**src/hw/rtl/ssh_pkg.sv**
```systemverilog
// ----------------------------------------------------------------------------
// ssh_pkg
// Types and constants shared by the sampled string hash block.
// ----------------------------------------------------------------------------
package ssh_pkg;

  // Default width of the latched length and the unit counter.
  localparam int unsigned LengthBitsDefault = 32;

  // Hash arithmetic.
  localparam logic [31:0] HashMult   = 32'd257;
  localparam int unsigned FullLimit  = 96;  // strings up to this length hash every unit
  localparam int unsigned Window     = 32;  // units per sample window
  localparam int unsigned HalfWindow = 16;  // middle window starts this far before L/2

  // Input word: one code unit of a string.
  typedef struct packed {
    logic [15:0] code_unit;
    logic [31:0] string_length;
    logic        is_last;
  } ssh_in_t;

  // Output word: finished hash of one string.
  typedef struct packed {
    logic [31:0] hash_value;
    logic        length_error;
  } ssh_out_t;

endpackage

```
**src/hw/rtl/ssh_window.sv**
```systemverilog
// ----------------------------------------------------------------------------
// ssh_window
// Decides whether a unit index falls in one of the sampled windows.
// ----------------------------------------------------------------------------
module ssh_window #(
  parameter int unsigned LengthBits = ssh_pkg::LengthBitsDefault
) (
  input  logic [LengthBits-1:0] idx_i,
  input  logic [LengthBits-1:0] len_i,
  output logic                  sel_o
);

  logic [LengthBits-1:0] mid;
  logic                  in_head;
  logic                  in_mid;
  logic                  in_tail;

  // len > 96 whenever these matter, so no term underflows or wraps.
  assign mid     = (len_i >> 1) - LengthBits'(ssh_pkg::HalfWindow);
  assign in_head = idx_i < LengthBits'(ssh_pkg::Window);
  assign in_mid  = (idx_i >= mid) && (idx_i < mid + LengthBits'(ssh_pkg::Window));
  assign in_tail = idx_i >= len_i - LengthBits'(ssh_pkg::Window);

  always_comb begin
    if (idx_i >= len_i) begin
      sel_o = 1'b0;
    end else if (len_i <= LengthBits'(ssh_pkg::FullLimit)) begin
      sel_o = 1'b1;
    end else begin
      sel_o = in_head || in_mid || in_tail;
    end
  end

endmodule

```
**src/hw/rtl/sampled_string_hash_257.sv**
```systemverilog
// ----------------------------------------------------------------------------
// sampled_string_hash_257
// Multiplicative string hash (x257) over 16-bit code units, sampled windows
// for long strings.
// ----------------------------------------------------------------------------
// Output: out_valid_o rises in the cycle after the closing word is accepted.
// Throughput: one word per cycle unless a result waits on out_ready_i; the
//   x257 shift-add on the running hash is combinational, so words stream.
// Reset: rst_ni async, active low; clears the in-string flag and drops
//   out_valid_o. The hash, count, length and result payload registers are
//   not reset.
// ----------------------------------------------------------------------------
module sampled_string_hash_257 #(
  parameter int unsigned LengthBits = ssh_pkg::LengthBitsDefault
) (
  input  logic             clk_i,
  input  logic             rst_ni,
  input  logic             in_valid_i,
  output logic             in_ready_o,
  input  ssh_pkg::ssh_in_t in_data_i,
  output logic             out_valid_o,
  input  logic             out_ready_i,
  output ssh_pkg::ssh_out_t out_data_o
);

  localparam logic [LengthBits-1:0] CountMax = '1;

  // String state
  logic                  in_string_q;
  logic [31:0]           hash_q;
  logic [LengthBits-1:0] index_q;
  logic [LengthBits-1:0] len_q;

  // Result register
  logic              out_valid_q;
  ssh_pkg::ssh_out_t out_q;

  // Working values for the current word
  logic                  accept;
  logic                  first;
  logic                  empty_word;
  logic [LengthBits-1:0] in_len;
  logic [LengthBits-1:0] cur_len;
  logic [LengthBits-1:0] cur_idx;
  logic [31:0]           cur_hash;
  logic                  sel;
  logic [31:0]           hash_d;
  logic [LengthBits-1:0] count_d;
  logic [31:0]           final_hash;

  // Output register frees up in the same cycle it is taken.
  assign in_ready_o = !out_valid_q || out_ready_i;
  assign accept     = in_valid_i && in_ready_o;

  // First word of a string supplies the length and seeds the hash with it.
  assign in_len     = in_data_i.string_length[LengthBits-1:0];
  assign first      = !in_string_q;
  assign empty_word = first && (in_len == '0);
  assign cur_len    = first ? in_len : len_q;
  assign cur_idx    = first ? '0 : index_q;
  assign cur_hash   = first ? 32'(in_len) : hash_q;

  ssh_window #(
    .LengthBits(LengthBits)
  ) u_window (
    .idx_i(cur_idx),
    .len_i(cur_len),
    .sel_o(sel)
  );

  // Units outside the windows or past the length leave the hash alone.
  assign hash_d = sel ? (cur_hash * ssh_pkg::HashMult) + 32'(in_data_i.code_unit)
                      : cur_hash;

  // Unit count saturates instead of wrapping.
  assign count_d = (cur_idx == CountMax) ? cur_idx : cur_idx + LengthBits'(1);

  // Finish: fold in the hash shifted by length mod 32.
  assign final_hash = hash_d + (hash_d << cur_len[4:0]);

  always_ff @(posedge clk_i or negedge rst_ni) begin
    if (!rst_ni) begin
      in_string_q <= 1'b0;
      out_valid_q <= 1'b0;
    end else begin
      // A new result wins over the old one leaving in the same cycle.
      if (accept && (empty_word || in_data_i.is_last)) begin
        out_valid_q <= 1'b1;
      end else if (out_ready_i) begin
        out_valid_q <= 1'b0;
      end
      // Empty-string marker: result 0 right away, stay idle.
      if (accept && !empty_word) begin
        in_string_q <= !in_data_i.is_last;
      end
    end
  end

  // Payload registers
  always_ff @(posedge clk_i) begin
    if (accept) begin
      hash_q  <= hash_d;
      index_q <= count_d;
      len_q   <= cur_len;
      if (empty_word) begin
        out_q.hash_value   <= '0;
        out_q.length_error <= 1'b0;
      end else if (in_data_i.is_last) begin
        out_q.hash_value   <= final_hash;
        out_q.length_error <= count_d != cur_len;
      end
    end
  end

  assign out_valid_o = out_valid_q;
  assign out_data_o  = out_q;

endmodule
```
**config.mk**
```make
export PLATFORM = sky130hd
export DESIGN_NAME = sampled_string_hash_257
export DESIGN_NICKNAME = d
export VERILOG_FILES = /design/src/hw/rtl/ssh_pkg.sv /design/src/hw/rtl/ssh_window.sv /design/src/hw/rtl/sampled_string_hash_257.sv
export SDC_FILE = /design/constraint.sdc
export NUM_CORES = 1
export LEC_CHECK = 0
export BUFFER_PORTS_ARGS = -buffer_cell sky130_fd_sc_hd__buf_2
export CAP_MARGIN = 10
export CORE_ASPECT_RATIO = 0.75
export CORE_UTILIZATION = 45
export CTS_CLUSTER_SIZE = 30
export DETAILED_ROUTE_END_ITERATION = 16
export SKIP_CTS_REPAIR_TIMING = 1
export SLEW_MARGIN = 10
export SYNTH_ARGS = -nofsm -noshare
export SYNTH_HDL_FRONTEND = slang
export SYNTH_HIERARCHICAL = 1
export SYNTH_SLANG_ARGS = --single-unit
```
**constraint.sdc**
```tcl
create_clock -name clk_i -period 10.7 [get_ports clk_i]
set_input_delay 1.07 -clock clk_i [delete_from_list [all_inputs] [get_ports clk_i]]
set_output_delay 1.07 -clock clk_i [all_outputs]
set_load 0.01 [all_outputs]
```
==> results of run 1 <==
==> metrics by stage <==
| stage | area, µm² | cells | worst slack [ps] | utilization |
|---|---|---|---|---|
| finish | 19600 | 2694 | 606 | 0.525 |
| global route | 19600 | 2694 | 12.2 | 0.525 |
| CTS | 19600 | 2691 | 400 | 0.523 |
| detailed placement | 18900 | 2659 | 43.9 | 0.507 |
| global placement | 18900 | 2659 | 97.5 | 0.507 |
| floorplan | 17200 | 2018 | 138 | - |
==> worst min path at each step <==
stage,depth (start not counted),endpoint,startpoint
6_report,1,out_valid_o$_DFFE_PN0P_,rst_ni
3_3_place_gp,2,out_valid_o$_DFFE_PN0P_,out_valid_o$_DFFE_PN0P_
2_1_floorplan,2,len_q[12]$_DFFE_PP_,len_q[12]$_DFFE_PP_
4_1_cts,1,in_string_q$_DFFE_PN0P_,rst_ni
5_1_grt,1,in_string_q$_DFFE_PN0P_,rst_ni
3_5_place_dp,2,out_valid_o$_DFFE_PN0P_,out_valid_o$_DFFE_PN0P_
==> critical path, delay by kind of cell <==
kind,cells,cell delay (ps)
AOI/OAI and AO/OA,14,3820
buffers and inverters,4,560
xor gates and xnor gates,2,340
adders and majority gates,2,660
muxes,4,880
and+or+nand+nor,13,2940
==> cell type report <==
| type | count | area (µm²) | share of cell area |
|---|---|---|---|
| Multi-Input combinational cell | 1691 | 12500 | 0.639 |
| Sequential cell | 131 | 3930 | 0.200 |
| Timing Repair Buffer | 221 | 1490 | 0.0759 |
| Tap cell | 504 | 631 | 0.0321 |
| Clock buffer | 19 | 443 | 0.0226 |
| Inverter | 115 | 432 | 0.0220 |
| Clock inverter | 13 | 173 | 0.00880 |
==> layout by cell type, fill, tap and decap left out, drive strengths merged, types with 23 or more instances in the layout <==
cell type  instances
ha               252
buf              221
nand2            192
nor2             154
a21oi            144
edfxtp           129
inv              118
xnor2             98
o21ai             97
nand3             63
xor2              48
mux2i             46
and2              45
nor3              42
a21o              40
nand4             38
nor4              37
a211oi            35
mux2              33
nand2b            31
nor2b             23
==> kinds of logic (layout without fill, tap and decap cells) <==
| group | Yosys count | in the layout | share of synthesized area |
|---|---|---|---|
| flops | 131 | 131 | 0.228 |
| buf+inv | 196 | 368 | 0.0489 |
| fa+ha+maj | 260 | 260 | 0.192 |
| compound gates | 486 | 486 | 0.190 |
| mux | 81 | 81 | 0.0523 |
| xor+xnor | 146 | 146 | 0.0747 |
| simple gates | 718 | 718 | 0.214 |
==> flip-flops by register name, summed over array words and instances (netlist names) <==
signal,cells
index_q,32
len_q,32
in_string_q,1
out_data_o,33
out_valid_o,1
hash_q,32
==> report_power, final <==
group / internal [W] / switching (W)
logic: 0.00199 / 0.00314
clock network: 0.000377 / 0.000261
registers: 0.000843 / 0.0000487
==> layer usage <==
layer	vias to the layer above	part of all wire	wire length [µm]	global-route usage
met2	790	0.36	22400	0.403
met4	0	0.012	776	0.0569
met3	44	0.13	7890	0.107
met1	7883	0.50	31300	0.504
met5	-	0	0	0
li1	7808	-	-	-
==> flow_summary_export.csv, run 1 <==
group,metric,value,unit
outcome,status,"complete, no violations",
global_routing,antenna_found_initial,0,
yosys,synth_nets,2331,
floorplanning,start_util,0.461,
critical_path,criticalPathCategory,"in2reg",
yosys,netlist_instances,2018,
yosys,synth-edff-count,129,
detailed_routing,ant_nets,0,
critical_path,rrSetupSlack,610,ps
critical_path,required,10900,ps
finish,synthToLayoutAreaGrowth,14.0,%
sta,worst_pin_slew,1040,ps
critical_path,critPathMaxFanout,8,
clocking,clock_sinks,131,
yosys,syn_area,0.0172,mm²
sta,final_max_slew_viol_count,0,
detailed_routing,drt-total-wl,62.4,mm
yosys,yosys_register_bits,131,
global_routing,grt_max_degree,73,
clocking,htreeDepth,4,
sta,finalSetupTns,0,ps
sta,post-route-period-util,0.943,
detailed_routing,via_count,16500,
sta,maxSlewHeadroom,0.305,
critical_path,max_stage_delay,550,ps
critical_path,r2r-start,"in_string_q$_DFFE_PN0P_",
critical_path,arrival,10290,ps
yosys,yosysMostFrequentCell,"ha_1",
yosys,synthArstFlopShare,0.0153,
power_and_ir_drop,total_power,0.00666,W
critical_path,crit_slowest_cell,"or4_4",
global_routing,grt.overflow.total,0,
finish,fillers,3583,
global_routing,grt_pass1_vias,15100,
yosys,synth_top_cell_by_area,"edfxtp_1",
sta,rsz0062_at_grt,"false",
finish,drive_above_1_share,0.163,
floorplanning,rows,61,
power_and_ir_drop,ir_drop,0.000257,V
critical_path,r2r_cells,39,
detailed_routing,vias_per_cell,6.13,
sta,skew,16.4,ps
sta,finalSetupViolCount,0,
sta,min_period,10090,ps
clocking,cts_buffer_depth,2,
yosys,synthFlopType,"edfxtp_1",
job,maxCapViolations,0,
yosys,ys_seq_area_frac,0.228,
yosys,synth_cell_types,109,
critical_path,cp-startpoint,"in_data_i[20]",
critical_path,r2r_end,"out_data_o[32]$_SDFFCE_PP0P_",
detailed_routing,drtIter0Drc,1995,
sta,holdWs,391,ps
critical_path,crit_path_end_kind,"flip-flop",
clocking,clock_latency,450,ps
floorplanning,io_pins,88,
global_routing,grt.total_usage,0.319,
finish,diodes,0,
sta,hold_violations,0,
detailed_routing,detail_route.wl_per_cell,23.2,µm
floorplanning,core,0.0374,mm²
clocking,cts_tree,"yes",
place,io_buffer_count,87,
floorplanning,dieArea,0.0391,mm²
hold_path,worst_hold_path_type,"in2async",
place,dpl.hpwl,50.3,mm
yosys,yosys-top-cells-area,"edfxtp_1, ha_1, xnor2_1, nand2_1, a21oi_1",
clocking,cts_buffers,17,
global_routing,grt_pass1_wl,93.7,mm
yosys,postSynthAreaPerCell,8.54,µm²
floorplanning,die_y,171,µm
critical_path,cp-endpoint,"out_data_o[32]$_SDFFCE_PP0P_",
place,gp_congestion,0.988,
yosys,yosys_warnings,6,
sta,fmax,0.0991,GHz
critical_path,start_kind,"input pin",
clocking,cts_root_buf,"clkbuf_16",
critical_path,crit_top_cell,"nor2_1",
clocking,clkTransAtPathRegs,60,ps
floorplanning,die_w,228,µm
yosys,synth_top_cell_area_share,0.225,
power_and_ir_drop,p_per_area,339,mW/mm²
power_and_ir_drop,leakagePower,8.69,nW
detailed_routing,drc_errors,0,
finish,nets,2490,
detailed_routing,drtPass1Iterations,5,
yosys,synthTopCellsByCount,"ha_1, nand2_1, nor2_1, a21oi_1, edfxtp_1",
(Power assumes the default switching activity.)
==> inputs of run 2 (changes only) <==
- PLACE_DENSITY: unset -> 0.72
==> run 2 against run 1 <==
Compared with the run above:
- final cell count is 1.4% lower
- setup slack worse by 96 ps
- combinational power down 4%
- first-iteration DRC count rose by 7.6%
- critical path depth is 1 higher
- clock power is 6.1% lower
- count of clock-buffer cells in the layout shrank 2
- die area unchanged
- routed wire length fell by 4.8%
- clock skew down 7.9 ps
- critical path type unchanged
==> flow_summary_export.csv, run 2 (synthesis results as in run 1) <==
group,metric,value,unit
global_routing,grt_pass1_vias,15200,
outcome,status,"complete, no violations",
place,io_buffer_count,87,
floorplanning,die_w,228,µm
sta,rsz0062_at_grt,"false",
critical_path,crit_slowest_cell,"nor4_1",
sta,post-route-period-util,0.952,
detailed_routing,detail_route.wl_per_cell,22.4,µm
critical_path,crit_path_end_kind,"flip-flop",
critical_path,critPathMaxFanout,12,
place,gp_congestion,1.01,
global_routing,grt_max_degree,79,
detailed_routing,drtIter0Drc,2147,
clocking,htreeDepth,4,
job,maxCapViolations,0,
sta,maxSlewHeadroom,0.340,
finish,nets,2452,
sta,setup_ws,511,ps
critical_path,arrival,10380,ps
global_routing,grt.total_usage,0.302,
sta,hold_violations,0,
sta,worst_pin_slew,982,ps
sta,skew,8.53,ps
finish,most-common-layout-cells,"ha_1, nand2_1, nor2_1, a21oi_1, edfxtp_1",
critical_path,criticalPathCategory,"in2reg",
floorplanning,core,0.0374,mm²
detailed_routing,vias_per_cell,6.25,
clocking,clkTransAtPathRegs,60,ps
global_routing,grt.overflow.total,0,
finish,fillers,3532,
critical_path,required,10890,ps
detailed_routing,drc_errors,0,
detailed_routing,drt-total-wl,59.4,mm
power_and_ir_drop,ir_drop,0.000235,V
floorplanning,rows,61,
finish,final_common_cell,"ha_1",
place,dpl.hpwl,47.9,mm
critical_path,max_stage_delay,630,ps
global_routing,antenna_found_initial,0,
clocking,clock_latency,440,ps
detailed_routing,via_count,16600,
power_and_ir_drop,p_per_area,333,mW/mm²
finish,drive_above_1_share,0.147,
clocking,cts_buffer_depth,2,
clocking,clock_sinks,131,
power_and_ir_drop,total_power,0.00644,W
floorplanning,die_y,171,µm
critical_path,start_kind,"input pin",
place,pre_cts_slack,71.0,ps
floorplanning,io_pins,88,
finish,diodes,0,
detailed_routing,ant_nets,0,
clocking,cts_tree,"yes",
clocking,cts_buffers,17,
critical_path,crit_top_cell,"buf_4",
sta,fmax,0.0981,GHz
finish,largest_reg_flops,33,
power_and_ir_drop,leakagePower,8.49,nW
sta,min_period,10190,ps
detailed_routing,drtPass1Iterations,6,
sta,final_max_slew_viol_count,0,
clocking,cts_root_buf,"clkbuf_16",
finish,synthToLayoutAreaGrowth,12.2,%
sta,finalSetupViolCount,0,
sta,finalSetupTns,0,ps
floorplanning,dieArea,0.0391,mm²
global_routing,grt_pass1_wl,90.8,mm
hold_path,worst_hold_path_type,"in2async",
floorplanning,start_util,0.461,
finish,final_util,0.517,
run 2: changes by cell type in the layout (fill, tap and decap cells not counted), moves of 2 or more:
cell,before,now
nor4_1,34,32
buf_4,129,93
clkinv_1,2,5
buf_12,3,1
clkinv_2,1,3
inv_6,4,2
nor4_2,1,3
run 2: metal layers:
layer	GRT usage	part of all wire	vias up
li1	-	-	7722
met1	0.468	0.48	7855
met2	0.406	0.38	957
met3	0.0787	0.13	62
met4	0.0610	0.016	0
met5	0	0	-
run 2: path summary, 6_finish.rpt:
check | start | to | slack, ps | cells after the start
worst max-delay path | in_data_i[20] | out_data_o[32]$_SDFFCE_PP0P_ | 510 | 40
worst min-delay path | rst_ni | in_string_q$_DFFE_PN0P_ | 410 | 1
worst max register to register | in_string_q$_DFFE_PN0P_ | out_data_o[32]$_SDFFCE_PP0P_ | 550 | 40
max in group asynchronous | rst_ni | in_string_q$_DFFE_PN0P_ | 10180 | 1
min in group clk_i | out_valid_o$_DFFE_PN0P_ | out_valid_o$_DFFE_PN0P_ | 530 | 2
worst min register to register | out_valid_o$_DFFE_PN0P_ | out_valid_o$_DFFE_PN0P_ | 530 | 2
run 2: final cells by class:
class	instances	area (µm²)	share of cell area
clock buffers	17	425	0.0220
clock inverters	15	164	0.00848
inverters	115	432	0.0223
multi-input cells	1691	12600	0.650
flip-flops and latches	131	3930	0.203
well taps	504	631	0.0326
repair buffers	183	1180	0.0612
run 2: worst max-delay path: cells and delay by family:
family | cells | cell delay [ps]
xor gates and xnor gates | 3 | 510
muxes | 3 | 780
AOI/OAI and AO/OA | 16 | 3580
and+or+nand+nor | 10 | 2820
adders and majority gates | 2 | 730
buffers and inverters | 6 | 870
run 2: power by group:
group          switching (W)  internal (W)  total, W
clock               0.000236      0.000363  0.000599
sequential         0.0000519      0.000843  0.000895
combinational        0.00308       0.00187   0.00495
run 2: metrics by stage:
step	hold slack, ps	area (µm²)	std cells
after floorplan	554	17200	2018
after global placement	501	18700	2622
after detailed placement	514	18700	2622
after CTS	394	19200	2654
after global routing	396	19300	2656
final	409	19300	2656
